### src/rtl/asa_pkg.sv
package asa_pkg;

  // stream field widths
  localparam int TIME_W   = 32;
  localparam int SAMPLE_W = 16;
  localparam int IN_W     = TIME_W + SAMPLE_W;
  localparam int RAW_W    = 16;
  localparam int VOLT_W   = 32;
  localparam int PCT_W    = 16;
  localparam int OUT_W    = RAW_W + VOLT_W + PCT_W + VOLT_W;
  localparam int SUM_W    = 24;
  localparam int CNT_W    = 8;

  // configuration port
  localparam int CFG_IDX_W  = 3;
  localparam int CFG_DATA_W = 32;

  // conversion constants
  localparam logic [15:0] POS_FULL_SCALE = 16'd32767;
  localparam logic [15:0] WRAP_SCALE     = 16'd65535;
  localparam logic [13:0] PCT_SCALE      = 14'd10000;

  // register reset values
  localparam logic [7:0]  NUM_SAMPLES_RST = 8'd1;
  localparam logic [15:0] MAX_VCC_RST     = 16'd3300;
  localparam logic [15:0] NEG_RES_RST     = 16'd32767;

  // shared divider sizing
  localparam int DIVD_W    = 48;
  localparam int DIVS_W    = 16;
  localparam int DIV_CNT_W = $clog2(DIVD_W + 1);

  // queue between front and back end
  localparam int Q_DEPTH = 2;

  typedef enum logic [CFG_IDX_W-1:0] {
    REG_ENABLE      = 3'd0,
    REG_INTERVAL    = 3'd1,
    REG_NUM_SAMPLES = 3'd2,
    REG_MAX_VCC     = 3'd3,
    REG_NEG_RES     = 3'd4,
    REG_DIV_RA      = 3'd5,
    REG_DIV_RB      = 3'd6
  } cfg_reg_t;

  typedef struct packed {
    logic        enable;
    logic [31:0] interval_ms;
    logic [7:0]  num_samples;
    logic [15:0] max_vcc_mv;
    logic [15:0] neg_resolution;
    logic [15:0] divider_ra;
    logic [15:0] divider_rb;
  } cfg_t;

  // one classified request: report last reading, or finish a new one
  typedef struct packed {
    logic             fin;
    logic [SUM_W-1:0] sum;
    logic [CNT_W-1:0] n;
  } q_item_t;

  typedef struct packed {
    logic              start;
    logic [DIVD_W-1:0] dividend;
    logic [DIVS_W-1:0] divisor;
  } div_req_t;

  typedef struct packed {
    logic              done;
    logic [DIVD_W-1:0] quotient;
  } div_rsp_t;

  typedef enum logic [3:0] {
    BK_IDLE,
    BK_AVG,
    BK_VMUL,
    BK_VDIV,
    BK_PMUL,
    BK_PDIV,
    BK_SMUL,
    BK_SDIV,
    BK_EMIT
  } bk_state_t;

endpackage

### src/rtl/adc_sample_averager_scaler.sv
// adc_sample_averager_scaler: oversampling average with millivolt, percent and divider scaling
// a request that completes no reading goes through the queue and the output register, back end idle
// a completing request runs one shared 48-step divider for the average, negative-range millivolts
// and divider correction; full-scale divisions use a combinational fold
// throughput: one request per cycle otherwise if out_tready holds; queued while back end converts
// reset: synchronous active-low rst_n restores register defaults and clears mark, sum, last reading
module adc_sample_averager_scaler import asa_pkg::*; #(
  parameter int QUEUE_DEPTH = Q_DEPTH
) (
  input  logic                  clk,
  input  logic                  rst_n,
  // configuration writes
  input  logic                  cfg_valid,
  output logic                  cfg_ready,
  input  logic [CFG_IDX_W-1:0]  cfg_index,
  input  logic [CFG_DATA_W-1:0] cfg_data,
  // input stream
  input  logic                  in_tvalid,
  output logic                  in_tready,
  input  logic [IN_W-1:0]       in_tdata,   // time_ms[31:0], sample[47:32]
  // result stream
  output logic                  out_tvalid,
  input  logic                  out_tready,
  output logic [OUT_W-1:0]      out_tdata,  // raw_avg[15:0], voltage_mv[47:16],
                                            // percent_x100[63:48], scaled_mv[95:64]
  output logic                  out_tuser   // ready_res
);

  cfg_t     cfg;
  logic     push;
  q_item_t  push_item;
  logic     q_full;
  logic     q_empty;
  logic     pop;
  q_item_t  head;
  div_req_t div_req;
  div_rsp_t div_rsp;

  asa_front u_front (
    .clk       (clk),
    .rst_n     (rst_n),
    .cfg_valid (cfg_valid),
    .cfg_ready (cfg_ready),
    .cfg_index (cfg_index),
    .cfg_data  (cfg_data),
    .in_tvalid (in_tvalid),
    .in_tready (in_tready),
    .in_tdata  (in_tdata),
    .q_full    (q_full),
    .push      (push),
    .push_item (push_item),
    .cfg       (cfg)
  );

  asa_fifo #(
    .DEPTH (QUEUE_DEPTH)
  ) u_fifo (
    .clk       (clk),
    .rst_n     (rst_n),
    .push      (push),
    .push_item (push_item),
    .full      (q_full),
    .pop       (pop),
    .head      (head),
    .empty     (q_empty)
  );

  asa_div u_div (
    .clk   (clk),
    .rst_n (rst_n),
    .req   (div_req),
    .rsp   (div_rsp)
  );

  asa_back u_back (
    .clk        (clk),
    .rst_n      (rst_n),
    .cfg        (cfg),
    .q_empty    (q_empty),
    .head       (head),
    .pop        (pop),
    .div_req    (div_req),
    .div_rsp    (div_rsp),
    .out_tvalid (out_tvalid),
    .out_tready (out_tready),
    .out_tdata  (out_tdata),
    .out_tuser  (out_tuser)
  );

endmodule

### src/rtl/asa_front.sv
module asa_front import asa_pkg::*; (
  input  logic                  clk,
  input  logic                  rst_n,
  input  logic                  cfg_valid,
  output logic                  cfg_ready,
  input  logic [CFG_IDX_W-1:0]  cfg_index,
  input  logic [CFG_DATA_W-1:0] cfg_data,
  input  logic                  in_tvalid,
  output logic                  in_tready,
  input  logic [IN_W-1:0]       in_tdata,
  input  logic                  q_full,
  output logic                  push,
  output q_item_t               push_item,
  output cfg_t                  cfg
);

  cfg_t              cfg_r, cfg_nxt;
  logic [TIME_W-1:0] start_mark_r, start_mark_nxt;
  logic              mark_valid_r, mark_valid_nxt;
  logic [CNT_W-1:0]  count_r, count_nxt;
  logic [SUM_W-1:0]  sum_r, sum_nxt;

  logic [TIME_W-1:0]   now;
  logic [SAMPLE_W-1:0] smp;
  logic [TIME_W-1:0]   mark_eff;
  logic [TIME_W-1:0]   elapsed;
  logic                acc;

  assign cfg_ready = 1'b1;
  assign cfg       = cfg_r;
  assign in_tready = !q_full;
  assign acc       = in_tvalid && in_tready;
  assign push      = acc;

  assign now      = in_tdata[TIME_W-1:0];
  assign smp      = in_tdata[IN_W-1:TIME_W];
  assign mark_eff = mark_valid_r ? start_mark_r : now;
  assign elapsed  = now - mark_eff;

  // register writes
  always_comb begin
    cfg_nxt = cfg_r;
    if (cfg_valid && cfg_ready) begin
      case (cfg_index)
        REG_ENABLE:      cfg_nxt.enable         = cfg_data[0];
        REG_INTERVAL:    cfg_nxt.interval_ms    = cfg_data[31:0];
        REG_NUM_SAMPLES: cfg_nxt.num_samples    = cfg_data[7:0];
        REG_MAX_VCC:     cfg_nxt.max_vcc_mv     = cfg_data[15:0];
        REG_NEG_RES:     cfg_nxt.neg_resolution = cfg_data[15:0];
        REG_DIV_RA:      cfg_nxt.divider_ra     = cfg_data[15:0];
        REG_DIV_RB:      cfg_nxt.divider_rb     = cfg_data[15:0];
        default: ;
      endcase
    end
  end

  // mark, accumulate and classify each request
  always_comb begin
    start_mark_nxt = start_mark_r;
    mark_valid_nxt = mark_valid_r;
    count_nxt      = count_r;
    sum_nxt        = sum_r;
    push_item.fin  = 1'b0;
    push_item.sum  = sum_r;
    push_item.n    = cfg_r.num_samples;
    if (acc && cfg_r.enable) begin
      if (!mark_valid_r) begin
        start_mark_nxt = now;
        mark_valid_nxt = 1'b1;
      end
      if (elapsed >= cfg_r.interval_ms) begin
        if (count_r < cfg_r.num_samples) begin
          sum_nxt   = sum_r + {{(SUM_W-SAMPLE_W){1'b0}}, smp};
          count_nxt = count_r + 1'b1;
        end else begin
          push_item.fin  = 1'b1;
          count_nxt      = '0;
          sum_nxt        = '0;
          mark_valid_nxt = 1'b0;
          start_mark_nxt = '0;
        end
      end
    end
  end

  always_ff @(posedge clk) begin
    if (!rst_n) begin
      cfg_r.enable         <= 1'b0;
      cfg_r.interval_ms    <= '0;
      cfg_r.num_samples    <= NUM_SAMPLES_RST;
      cfg_r.max_vcc_mv     <= MAX_VCC_RST;
      cfg_r.neg_resolution <= NEG_RES_RST;
      cfg_r.divider_ra     <= '0;
      cfg_r.divider_rb     <= '0;
      start_mark_r         <= '0;
      mark_valid_r         <= 1'b0;
      count_r              <= '0;
      sum_r                <= '0;
    end else begin
      cfg_r        <= cfg_nxt;
      start_mark_r <= start_mark_nxt;
      mark_valid_r <= mark_valid_nxt;
      count_r      <= count_nxt;
      sum_r        <= sum_nxt;
    end
  end

endmodule

### src/rtl/asa_fifo.sv
module asa_fifo import asa_pkg::*; #(
  parameter int DEPTH = Q_DEPTH
) (
  input  logic    clk,
  input  logic    rst_n,
  input  logic    push,
  input  q_item_t push_item,
  output logic    full,
  input  logic    pop,
  output q_item_t head,
  output logic    empty
);

  localparam int PTR_W = (DEPTH > 1) ? $clog2(DEPTH) : 1;
  localparam int CNT_W = $clog2(DEPTH + 1);
  localparam logic [PTR_W-1:0] LAST_PTR = PTR_W'(DEPTH - 1);
  localparam logic [CNT_W-1:0] FULL_CNT = CNT_W'(DEPTH);

  q_item_t          mem_r [DEPTH];
  logic [PTR_W-1:0] wr_ptr_r, wr_ptr_nxt;
  logic [PTR_W-1:0] rd_ptr_r, rd_ptr_nxt;
  logic [CNT_W-1:0] cnt_r, cnt_nxt;

  assign full  = (cnt_r == FULL_CNT);
  assign empty = (cnt_r == '0);
  assign head  = mem_r[rd_ptr_r];

  // pointer and fill count update
  always_comb begin
    wr_ptr_nxt = wr_ptr_r;
    rd_ptr_nxt = rd_ptr_r;
    cnt_nxt    = cnt_r;
    if (push) begin
      wr_ptr_nxt = (wr_ptr_r == LAST_PTR) ? '0 : wr_ptr_r + 1'b1;
    end
    if (pop) begin
      rd_ptr_nxt = (rd_ptr_r == LAST_PTR) ? '0 : rd_ptr_r + 1'b1;
    end
    if (push && !pop) begin
      cnt_nxt = cnt_r + 1'b1;
    end else if (pop && !push) begin
      cnt_nxt = cnt_r - 1'b1;
    end
  end

  always_ff @(posedge clk) begin
    if (!rst_n) begin
      wr_ptr_r <= '0;
      rd_ptr_r <= '0;
      cnt_r    <= '0;
    end else begin
      wr_ptr_r <= wr_ptr_nxt;
      rd_ptr_r <= rd_ptr_nxt;
      cnt_r    <= cnt_nxt;
    end
  end

  // entry storage
  always_ff @(posedge clk) begin
    if (push) begin
      mem_r[wr_ptr_r] <= push_item;
    end
  end

  a_no_overflow: assert property (@(posedge clk) disable iff (!rst_n)
    !(push && full && !pop))
    else $error("queue written while full");

  a_no_underflow: assert property (@(posedge clk) disable iff (!rst_n)
    !(pop && empty))
    else $error("queue read while empty");

  a_fill_tracks: assert property (@(posedge clk) disable iff (!rst_n)
    (push && !pop) |=> !empty)
    else $error("queue empty after a write");

endmodule

### src/rtl/asa_div.sv
module asa_div import asa_pkg::*; (
  input  logic     clk,
  input  logic     rst_n,
  input  div_req_t req,
  output div_rsp_t rsp
);

  logic [DIVD_W-1:0]    q_r, q_nxt;
  logic [DIVS_W-1:0]    rem_r, rem_nxt;
  logic [DIVS_W-1:0]    dvs_r, dvs_nxt;
  logic [DIV_CNT_W-1:0] cnt_r, cnt_nxt;
  logic                 busy_r, busy_nxt;
  logic                 done_r, done_nxt;

  logic [DIVS_W:0] shifted;
  logic [DIVS_W:0] diff;
  logic            ge;

  // one restoring step per cycle, quotient bits shift in from the right
  assign shifted = {rem_r, q_r[DIVD_W-1]};
  assign diff    = shifted - {1'b0, dvs_r};
  assign ge      = (shifted >= {1'b0, dvs_r});

  assign rsp.done     = done_r;
  assign rsp.quotient = q_r;

  always_comb begin
    q_nxt    = q_r;
    rem_nxt  = rem_r;
    dvs_nxt  = dvs_r;
    cnt_nxt  = cnt_r;
    busy_nxt = busy_r;
    done_nxt = 1'b0;
    if (req.start) begin
      q_nxt    = req.dividend;
      rem_nxt  = '0;
      dvs_nxt  = req.divisor;
      cnt_nxt  = DIV_CNT_W'(DIVD_W);
      busy_nxt = 1'b1;
    end else if (busy_r) begin
      q_nxt   = {q_r[DIVD_W-2:0], ge};
      rem_nxt = ge ? diff[DIVS_W-1:0] : shifted[DIVS_W-1:0];
      cnt_nxt = cnt_r - 1'b1;
      if (cnt_r == DIV_CNT_W'(1)) begin
        busy_nxt = 1'b0;
        done_nxt = 1'b1;
      end
    end
  end

  always_ff @(posedge clk) begin
    if (!rst_n) begin
      cnt_r  <= '0;
      busy_r <= 1'b0;
      done_r <= 1'b0;
    end else begin
      cnt_r  <= cnt_nxt;
      busy_r <= busy_nxt;
      done_r <= done_nxt;
    end
  end

  always_ff @(posedge clk) begin
    q_r   <= q_nxt;
    rem_r <= rem_nxt;
    dvs_r <= dvs_nxt;
  end

endmodule

### src/rtl/asa_back.sv
module asa_back import asa_pkg::*; (
  input  logic             clk,
  input  logic             rst_n,
  input  cfg_t             cfg,
  input  logic             q_empty,
  input  q_item_t          head,
  output logic             pop,
  output div_req_t         div_req,
  input  div_rsp_t         div_rsp,
  output logic             out_tvalid,
  input  logic             out_tready,
  output logic [OUT_W-1:0] out_tdata,
  output logic             out_tuser
);

  bk_state_t         state_r, state_nxt;
  logic              launch_r, launch_nxt;
  logic [SUM_W-1:0]  sum_r, sum_nxt;
  logic [CNT_W-1:0]  n_r, n_nxt;
  logic [RAW_W-1:0]  raw_r, raw_nxt;
  logic              neg_r, neg_nxt;
  logic [15:0]       mag_r, mag_nxt;
  logic [DIVD_W-1:0] prod_r, prod_nxt;
  logic [30:0]       volt_mag_r, volt_mag_nxt;
  logic [13:0]       pct_mag_r, pct_mag_nxt;
  logic [DIVD_W-1:0] scl_mag_r, scl_mag_nxt;
  logic [RAW_W-1:0]  last_raw_r, last_raw_nxt;
  logic [VOLT_W-1:0] last_volt_r, last_volt_nxt;
  logic [PCT_W-1:0]  last_pct_r, last_pct_nxt;
  logic [VOLT_W-1:0] last_scl_r, last_scl_nxt;
  logic              out_valid_r, out_valid_nxt;
  logic [OUT_W-1:0]  out_data_r, out_data_nxt;
  logic              out_user_r, out_user_nxt;

  logic              out_free;
  logic [RAW_W-1:0]  q_raw;
  logic [31:0]       volt_prod;
  logic [29:0]       pct_prod;
  logic [16:0]       r_sum;
  logic [DIVD_W-1:0] scl_prod;
  logic [15:0]       nr_eff;
  logic [15:0]       n_eff;
  logic [VOLT_W-1:0] volt_s;
  logic [PCT_W-1:0]  pct_s;
  logic [VOLT_W-1:0] scl_sat;
  logic [VOLT_W-1:0] scl_s;
  logic [17:0]       pfs_r1;
  logic [15:0]       pfs_r2;
  logic              pfs_fix;
  logic [31:0]       pfs_q;

  assign out_free   = !out_valid_r || out_tready;
  assign out_tvalid = out_valid_r;
  assign out_tdata  = out_data_r;
  assign out_tuser  = out_user_r;

  // multipliers feed prod_r only
  assign q_raw     = div_rsp.quotient[RAW_W-1:0];
  assign volt_prod = {16'd0, cfg.max_vcc_mv} * {16'd0, mag_r};
  assign pct_prod  = {14'd0, mag_r} * {16'd0, PCT_SCALE};
  assign r_sum     = {1'b0, cfg.divider_ra} + {1'b0, cfg.divider_rb};
  assign scl_prod  = {17'd0, volt_mag_r} * {31'd0, r_sum};

  // divide prod_r by positive full scale (2^15 - 1): fold the high part back in twice
  assign pfs_r1  = {3'd0, prod_r[14:0]} + {1'b0, prod_r[31:15]};
  assign pfs_r2  = {1'b0, pfs_r1[14:0]} + {13'd0, pfs_r1[17:15]};
  assign pfs_fix = (pfs_r2 >= POS_FULL_SCALE);
  assign pfs_q   = {15'd0, prod_r[31:15]} + {29'd0, pfs_r1[17:15]} + {31'd0, pfs_fix};

  // zero divisors stand for one
  assign nr_eff = (cfg.neg_resolution == '0) ? 16'd1 : cfg.neg_resolution;
  assign n_eff  = (n_r == '0) ? 16'd1 : {8'd0, n_r};

  // signed results and saturation
  assign volt_s = neg_r ? (32'd0 - {1'b0, volt_mag_r}) : {1'b0, volt_mag_r};
  assign pct_s  = neg_r ? (16'd0 - {2'b0, pct_mag_r}) : {2'b0, pct_mag_r};

  always_comb begin
    if (!neg_r) begin
      scl_sat = (scl_mag_r > 48'h0000_7FFF_FFFF) ? 32'h7FFF_FFFF : scl_mag_r[31:0];
    end else begin
      scl_sat = (scl_mag_r > 48'h0000_8000_0000) ? 32'h8000_0000
                                                   : (32'd0 - scl_mag_r[31:0]);
    end
  end

  assign scl_s = (cfg.divider_rb != '0) ? scl_sat : volt_s;

  // divider operand select
  always_comb begin
    div_req.start    = launch_r;
    div_req.dividend = prod_r;
    div_req.divisor  = POS_FULL_SCALE;
    case (state_r)
      BK_AVG:  begin
        div_req.dividend = {{(DIVD_W-SUM_W){1'b0}}, sum_r};
        div_req.divisor  = n_eff;
      end
      BK_VDIV: div_req.divisor = neg_r ? nr_eff : POS_FULL_SCALE;
      BK_PDIV: div_req.divisor = POS_FULL_SCALE;
      BK_SDIV: div_req.divisor = cfg.divider_rb;
      default: div_req.divisor = POS_FULL_SCALE;
    endcase
  end

  // sequencer
  always_comb begin
    state_nxt     = state_r;
    launch_nxt    = 1'b0;
    sum_nxt       = sum_r;
    n_nxt         = n_r;
    raw_nxt       = raw_r;
    neg_nxt       = neg_r;
    mag_nxt       = mag_r;
    prod_nxt      = prod_r;
    volt_mag_nxt  = volt_mag_r;
    pct_mag_nxt   = pct_mag_r;
    scl_mag_nxt   = scl_mag_r;
    last_raw_nxt  = last_raw_r;
    last_volt_nxt = last_volt_r;
    last_pct_nxt  = last_pct_r;
    last_scl_nxt  = last_scl_r;
    out_valid_nxt = out_valid_r && !out_tready;
    out_data_nxt  = out_data_r;
    out_user_nxt  = out_user_r;
    pop           = 1'b0;
    case (state_r)
      BK_IDLE: begin
        if (!q_empty) begin
          if (head.fin) begin
            sum_nxt    = head.sum;
            n_nxt      = head.n;
            pop        = 1'b1;
            launch_nxt = 1'b1;
            state_nxt  = BK_AVG;
          end else if (out_free) begin
            pop           = 1'b1;
            out_valid_nxt = 1'b1;
            out_user_nxt  = 1'b0;
            out_data_nxt  = {last_scl_r, last_pct_r, last_volt_r, last_raw_r};
          end
        end
      end
      BK_AVG: begin
        if (div_rsp.done) begin
          raw_nxt   = q_raw;
          neg_nxt   = (q_raw > POS_FULL_SCALE);
          mag_nxt   = (q_raw > POS_FULL_SCALE) ? (WRAP_SCALE - q_raw) : q_raw;
          state_nxt = BK_VMUL;
        end
      end
      BK_VMUL: begin
        // only the negative range needs the shared divider
        prod_nxt   = {16'd0, volt_prod};
        launch_nxt = neg_r;
        state_nxt  = BK_VDIV;
      end
      BK_VDIV: begin
        if (!neg_r) begin
          volt_mag_nxt = pfs_q[30:0];
          state_nxt    = BK_PMUL;
        end else if (div_rsp.done) begin
          volt_mag_nxt = div_rsp.quotient[30:0];
          state_nxt    = BK_PMUL;
        end
      end
      BK_PMUL: begin
        prod_nxt  = {18'd0, pct_prod};
        state_nxt = BK_PDIV;
      end
      BK_PDIV: begin
        pct_mag_nxt = pfs_q[13:0];
        state_nxt   = (cfg.divider_rb != '0) ? BK_SMUL : BK_EMIT;
      end
      BK_SMUL: begin
        prod_nxt   = scl_prod;
        launch_nxt = 1'b1;
        state_nxt  = BK_SDIV;
      end
      BK_SDIV: begin
        if (div_rsp.done) begin
          scl_mag_nxt = div_rsp.quotient;
          state_nxt   = BK_EMIT;
        end
      end
      BK_EMIT: begin
        if (out_free) begin
          last_raw_nxt  = raw_r;
          last_volt_nxt = volt_s;
          last_pct_nxt  = pct_s;
          last_scl_nxt  = scl_s;
          out_valid_nxt = 1'b1;
          out_user_nxt  = 1'b1;
          out_data_nxt  = {scl_s, pct_s, volt_s, raw_r};
          state_nxt     = BK_IDLE;
        end
      end
      default: state_nxt = BK_IDLE;
    endcase
  end

  always_ff @(posedge clk) begin
    if (!rst_n) begin
      state_r     <= BK_IDLE;
      launch_r    <= 1'b0;
      last_raw_r  <= '0;
      last_volt_r <= '0;
      last_pct_r  <= '0;
      last_scl_r  <= '0;
      out_valid_r <= 1'b0;
    end else begin
      state_r     <= state_nxt;
      launch_r    <= launch_nxt;
      last_raw_r  <= last_raw_nxt;
      last_volt_r <= last_volt_nxt;
      last_pct_r  <= last_pct_nxt;
      last_scl_r  <= last_scl_nxt;
      out_valid_r <= out_valid_nxt;
    end
  end

  always_ff @(posedge clk) begin
    sum_r      <= sum_nxt;
    n_r        <= n_nxt;
    raw_r      <= raw_nxt;
    neg_r      <= neg_nxt;
    mag_r      <= mag_nxt;
    prod_r     <= prod_nxt;
    volt_mag_r <= volt_mag_nxt;
    pct_mag_r  <= pct_mag_nxt;
    scl_mag_r  <= scl_mag_nxt;
    out_data_r <= out_data_nxt;
    out_user_r <= out_user_nxt;
  end

  a_done_in_wait: assert property (@(posedge clk) disable iff (!rst_n)
    div_rsp.done |-> (state_r == BK_AVG || state_r == BK_VDIV ||
                      state_r == BK_PDIV || state_r == BK_SDIV))
    else $error("divider result outside a wait state");

  a_launch_in_wait: assert property (@(posedge clk) disable iff (!rst_n)
    launch_r |-> (state_r == BK_AVG || state_r == BK_VDIV ||
                  state_r == BK_PDIV || state_r == BK_SDIV))
    else $error("divider launched outside a wait state");

  a_fin_starts_avg: assert property (@(posedge clk) disable iff (!rst_n)
    (pop && head.fin) |=> (state_r == BK_AVG && launch_r))
    else $error("finishing request did not start the average");

endmodule

### config.mk
export PLATFORM = sky130hd
export DESIGN_NAME = adc_sample_averager_scaler
export DESIGN_NICKNAME = d
export VERILOG_FILES = /design/src/rtl/asa_pkg.sv /design/src/rtl/adc_sample_averager_scaler.sv /design/src/rtl/asa_front.sv /design/src/rtl/asa_fifo.sv /design/src/rtl/asa_div.sv /design/src/rtl/asa_back.sv
export SDC_FILE = /design/constraint.sdc
export NUM_CORES = 2
export LEC_CHECK = 0
export ABC_AREA = 1
export BUFFER_PORTS_ARGS = -buffer_cell sky130_fd_sc_hd__buf_2
export CAP_MARGIN = 20
export CORE_UTILIZATION = 52
export DETAILED_ROUTE_END_ITERATION = 8
export PLACE_DENSITY = 0.74
export SYNTH_ARGS = -nofsm -noshare
export SYNTH_HDL_FRONTEND = slang
export SYNTH_SLANG_ARGS = --single-unit
### constraint.sdc
create_clock -name clk -period 7.1 [get_ports clk]
set_input_delay 0.355 -clock clk [delete_from_list [all_inputs] [get_ports clk]]
set_output_delay 0.355 -clock clk [all_outputs]
set_load 0.01 [all_outputs]
==> metrics <==
cell area after layout 77300 sq um; HP Class in2reg; gpl congestion 1.03; biggest area consumer among synthesized cells sky130_fd_sc_hd__fa_1; proportion of layout cells with a drive suffix above 1 14.4%; number of synthesized flops with an enable pin 432; number of antenna violations at the first check in global routing 10; most frequently used cell type in the post-synthesis netlist sky130_fd_sc_hd__nand2_1; remaining global-route overflow 0; Final Instance Count excl. Fillers 10474; number of ports placed on the die boundary 188; aggregate global-route resource usage 32.5%; top fanout value on the critical path 8; share of the yosys chip area belonging to registers 28.5%; number of vias after detailed routing 58398; I/O Buffers 186; latest clock arrival within the worst-skew pair 0.70 ns; power density over the cells 254 nW/um^2; Filler cells 10738; proportion of register bits with asynchronous set or reset after synthesis 0%; result of the run complete, but fails checks; largest cells by area after synthesis sky130_fd_sc_hd__fa_1, sky130_fd_sc_hd__edfxtp_1, sky130_fd_sc_hd__nand2_1; pin count of the biggest net entering global routing 115; highest clock frequency the design can meet 137 MHz; clock root cell sky130_fd_sc_hd__clkbuf_16; most repeated library cell on the critical path sky130_fd_sc_hd__fa_1; Net Count, Synth 9528; number of distinct standard cells referenced by the synthesized netlist 63; critical path data required time 7.50 ns; Layout area overhead 16.1%; Critical Path Slowest Stage Cell sky130_fd_sc_hd__fa_1; starting density of the core 52.7%; Max Slew Vio Count 0; count of mapped cells out of synthesis 8326; Overall Power 19.6 mW; Static Leakage 37.0 nW; Commonest cells post-synth sky130_fd_sc_hd__nand2_1, sky130_fd_sc_hd__inv_1, sky130_fd_sc_hd__fa_1; H-tree depth 3; worst reg-to-reg path cell count 33; die height 360 microns; total routed wirelength 213000 microns; setup_tns -1.68 ns; TritonRoute pass-1 iters 6; warning count from the yosys run 0; final period demand of the worst path 7.28 ns; worst slack, placed -1.08 ns; buffer depth of the longest clock path 3; area enclosed by the die boundary 129000 sq um; part of the cycle the worst path needs 103%; critical path startpoint category flip-flop; routed wire length per instance 20.3 microns; Yosys reg bits 732; maxcap violations 0; critical path class reg2reg; PnR worst setup slack -0.179 ns; IR Drop Worst-Case VDD 241 uV; placement row count 130; global-route wire length before repair 327000 microns; worst setup skew after layout 0.0445 ns; worst max-slew margin expressed relative to the limit 24.1%; transition time at the pin with the least slew margin 1.13 ns; HPWL reported at the end of detailed placement 166000 microns; total setup violations reported at the end of the flow 21; DRT iter0 DRCs 5898; cts bufs inserted 81; Max stage delay on crit path 0.60 ns; Vias per Instance 5.58; TritonCTS Sinks 732; final hold violations 0; CP Capture Type flip-flop; cell area after technology mapping 66600 sq um; count of unresolved DRC violations after routing 0; width of the chip 360 microns; vias in the first global route 57934; syn_area_per_cell 7.99 sq um; RSZ-0062 raised after global routing yes; violations in the final reports setup timing; Placed Area 71600 sq um; Min-Delay Path Depth 3; Reg clk slew, reported paths 0.06 ns; final net count 9958; arrival time reported for the critical path endpoint 7.68 ns; total core area 126000 sq um; clock tree from TritonCTS done; most used flip-flop cell after synthesis sky130_fd_sc_hd__edfxtp_1; cell total after placement 10236; DRT antenna net count 0; top-area cell type share of the netlist area 20.2%
## per-layer routing
metal / part of all wire, % / wire length (microns) / vias to the layer above / track usage [%]
li1: - / - / 27087 / -
met1: 40 / 84000 / 28012 / 42.2
met2: 46 / 97600 / 2749 / 52.8
met3: 8.8 / 18800 / 536 / 5.28
met4: 5.7 / 12200 / 14 / 16.1
met5: 0.035 / 75 / - / 0
## area by class of cell
type | count | area (sq um) | area share (%)
multi-input combinational | 5650 | 42200 | 54.7
sequential | 732 | 19000 | 24.6
inverter | 1602 | 6050 | 7.82
timing repair buffer | 688 | 5270 | 6.82
clock buffer | 104 | 2280 | 2.94
tap | 1650 | 2060 | 2.67
clock inverter | 45 | 400 | 0.518
timing repair inverter | 1 | 7.51 | 0.00971
antenna | 2 | 5.00 | 0.00647
## sequential cells by signal, summed over array words and instances (netlist names), 15 cells and up, named ones only
| name | cells |
|---|---|
| u_back.last_pct_r | 15 |
| u_back.last_raw_r | 16 |
| u_back.last_scl_r | 32 |
| u_back.last_volt_r | 32 |
| u_back.mag_r | 16 |
| u_back.out_tdata | 95 |
| u_back.prod_r | 48 |
| u_back.raw_r | 16 |
| u_back.scl_mag_r | 48 |
| u_back.sum_r | 24 |
| u_back.volt_mag_r | 31 |
| u_div.dvs_r | 16 |
| u_div.q_r | 48 |
| u_div.rem_r | 16 |
| u_fifo.mem_r | 66 |
| u_front.cfg | 105 |
| u_front.start_mark_r | 32 |
| u_front.sum_r | 24 |
## path summary, 6_finish.rpt
path / from / endpoint / slack [ns]
hold reg to reg: u_front.cfg[64] / u_fifo.mem_r[0][0] / 0.43
setup / recovery: u_front.cfg[16] / u_back.prod_r[25] / -0.18
setup reg to reg: u_front.cfg[16] / u_back.prod_r[25] / -0.18
hold / removal: cfg_data[23] / u_front.cfg[95] / 0.04
## stage by stage
step / utilization [%] / hold WS [ns]
6_report: 61.2 / 0.0374
5_1_grt: 61.2 / 0.0538
4_1_cts: 60.2 / 0.000778
3_5_place_dp: 56.8 / 0.436
3_3_place_gp: 56.8 / 0.429
2_1_floorplan: - / 0.425
## layout by cell type, fill, tap and decap left out, drive strengths merged, types with 32 or more instances in the layout
cell type / count
a21oi: 499
buf: 665
clkbuf: 106
clkinv: 32
dfxtp: 300
edfxtp: 432
fa: 670
ha: 444
inv: 1600
nand2: 1820
nand3: 352
nand3b: 45
nand4: 59
nor2: 676
nor3: 56
o21ai: 575
xnor2: 36
xor2: 139
## where the power goes
group	switching [mW]	internal (mW)	leakage, nW
registers	0.352	5.35	6.47
clock network	1.88	2.41	1.29
logic	6.01	3.60	29.2
## repair_timing
action / CTS / global route
pin swaps: 112 / 146
gates resized for setup: 276 / 291
setup buffers: 35 / 23
endpoints found under the hold margin: 21 / 0
setup endpoints to repair: 35 / 38
gates cloned: 3 / 1
hold buffers: 21 / 0
## cell families (layout without fill, tap and decap cells)
logic type,after synthesis,in the layout,synth area share [%]
AO/OA/AOI/OAI,1253,1253,10.1
XOR/XNOR,175,175,2.35
adder cells (fa/ha/maj),1114,1114,28.5
buffers and inverters,1944,2440,11.1
flip-flops,732,732,28.5
multiplexers,30,30,0.451
other,2,4,0.0113
AND/OR/NAND/NOR,3076,3076,19.0
## worst max-delay path: cells and delay by family, from the launching register on
kind	cells	cell delay, ns
AO/OA/AOI/OAI	5	0.81
adder cells (fa/ha/maj)	9	3.95
buffers and inverters	8	0.70
AND/OR/NAND/NOR	11	1.18
flip-flops	1	0.36
(Power assumes the default switching activity.)
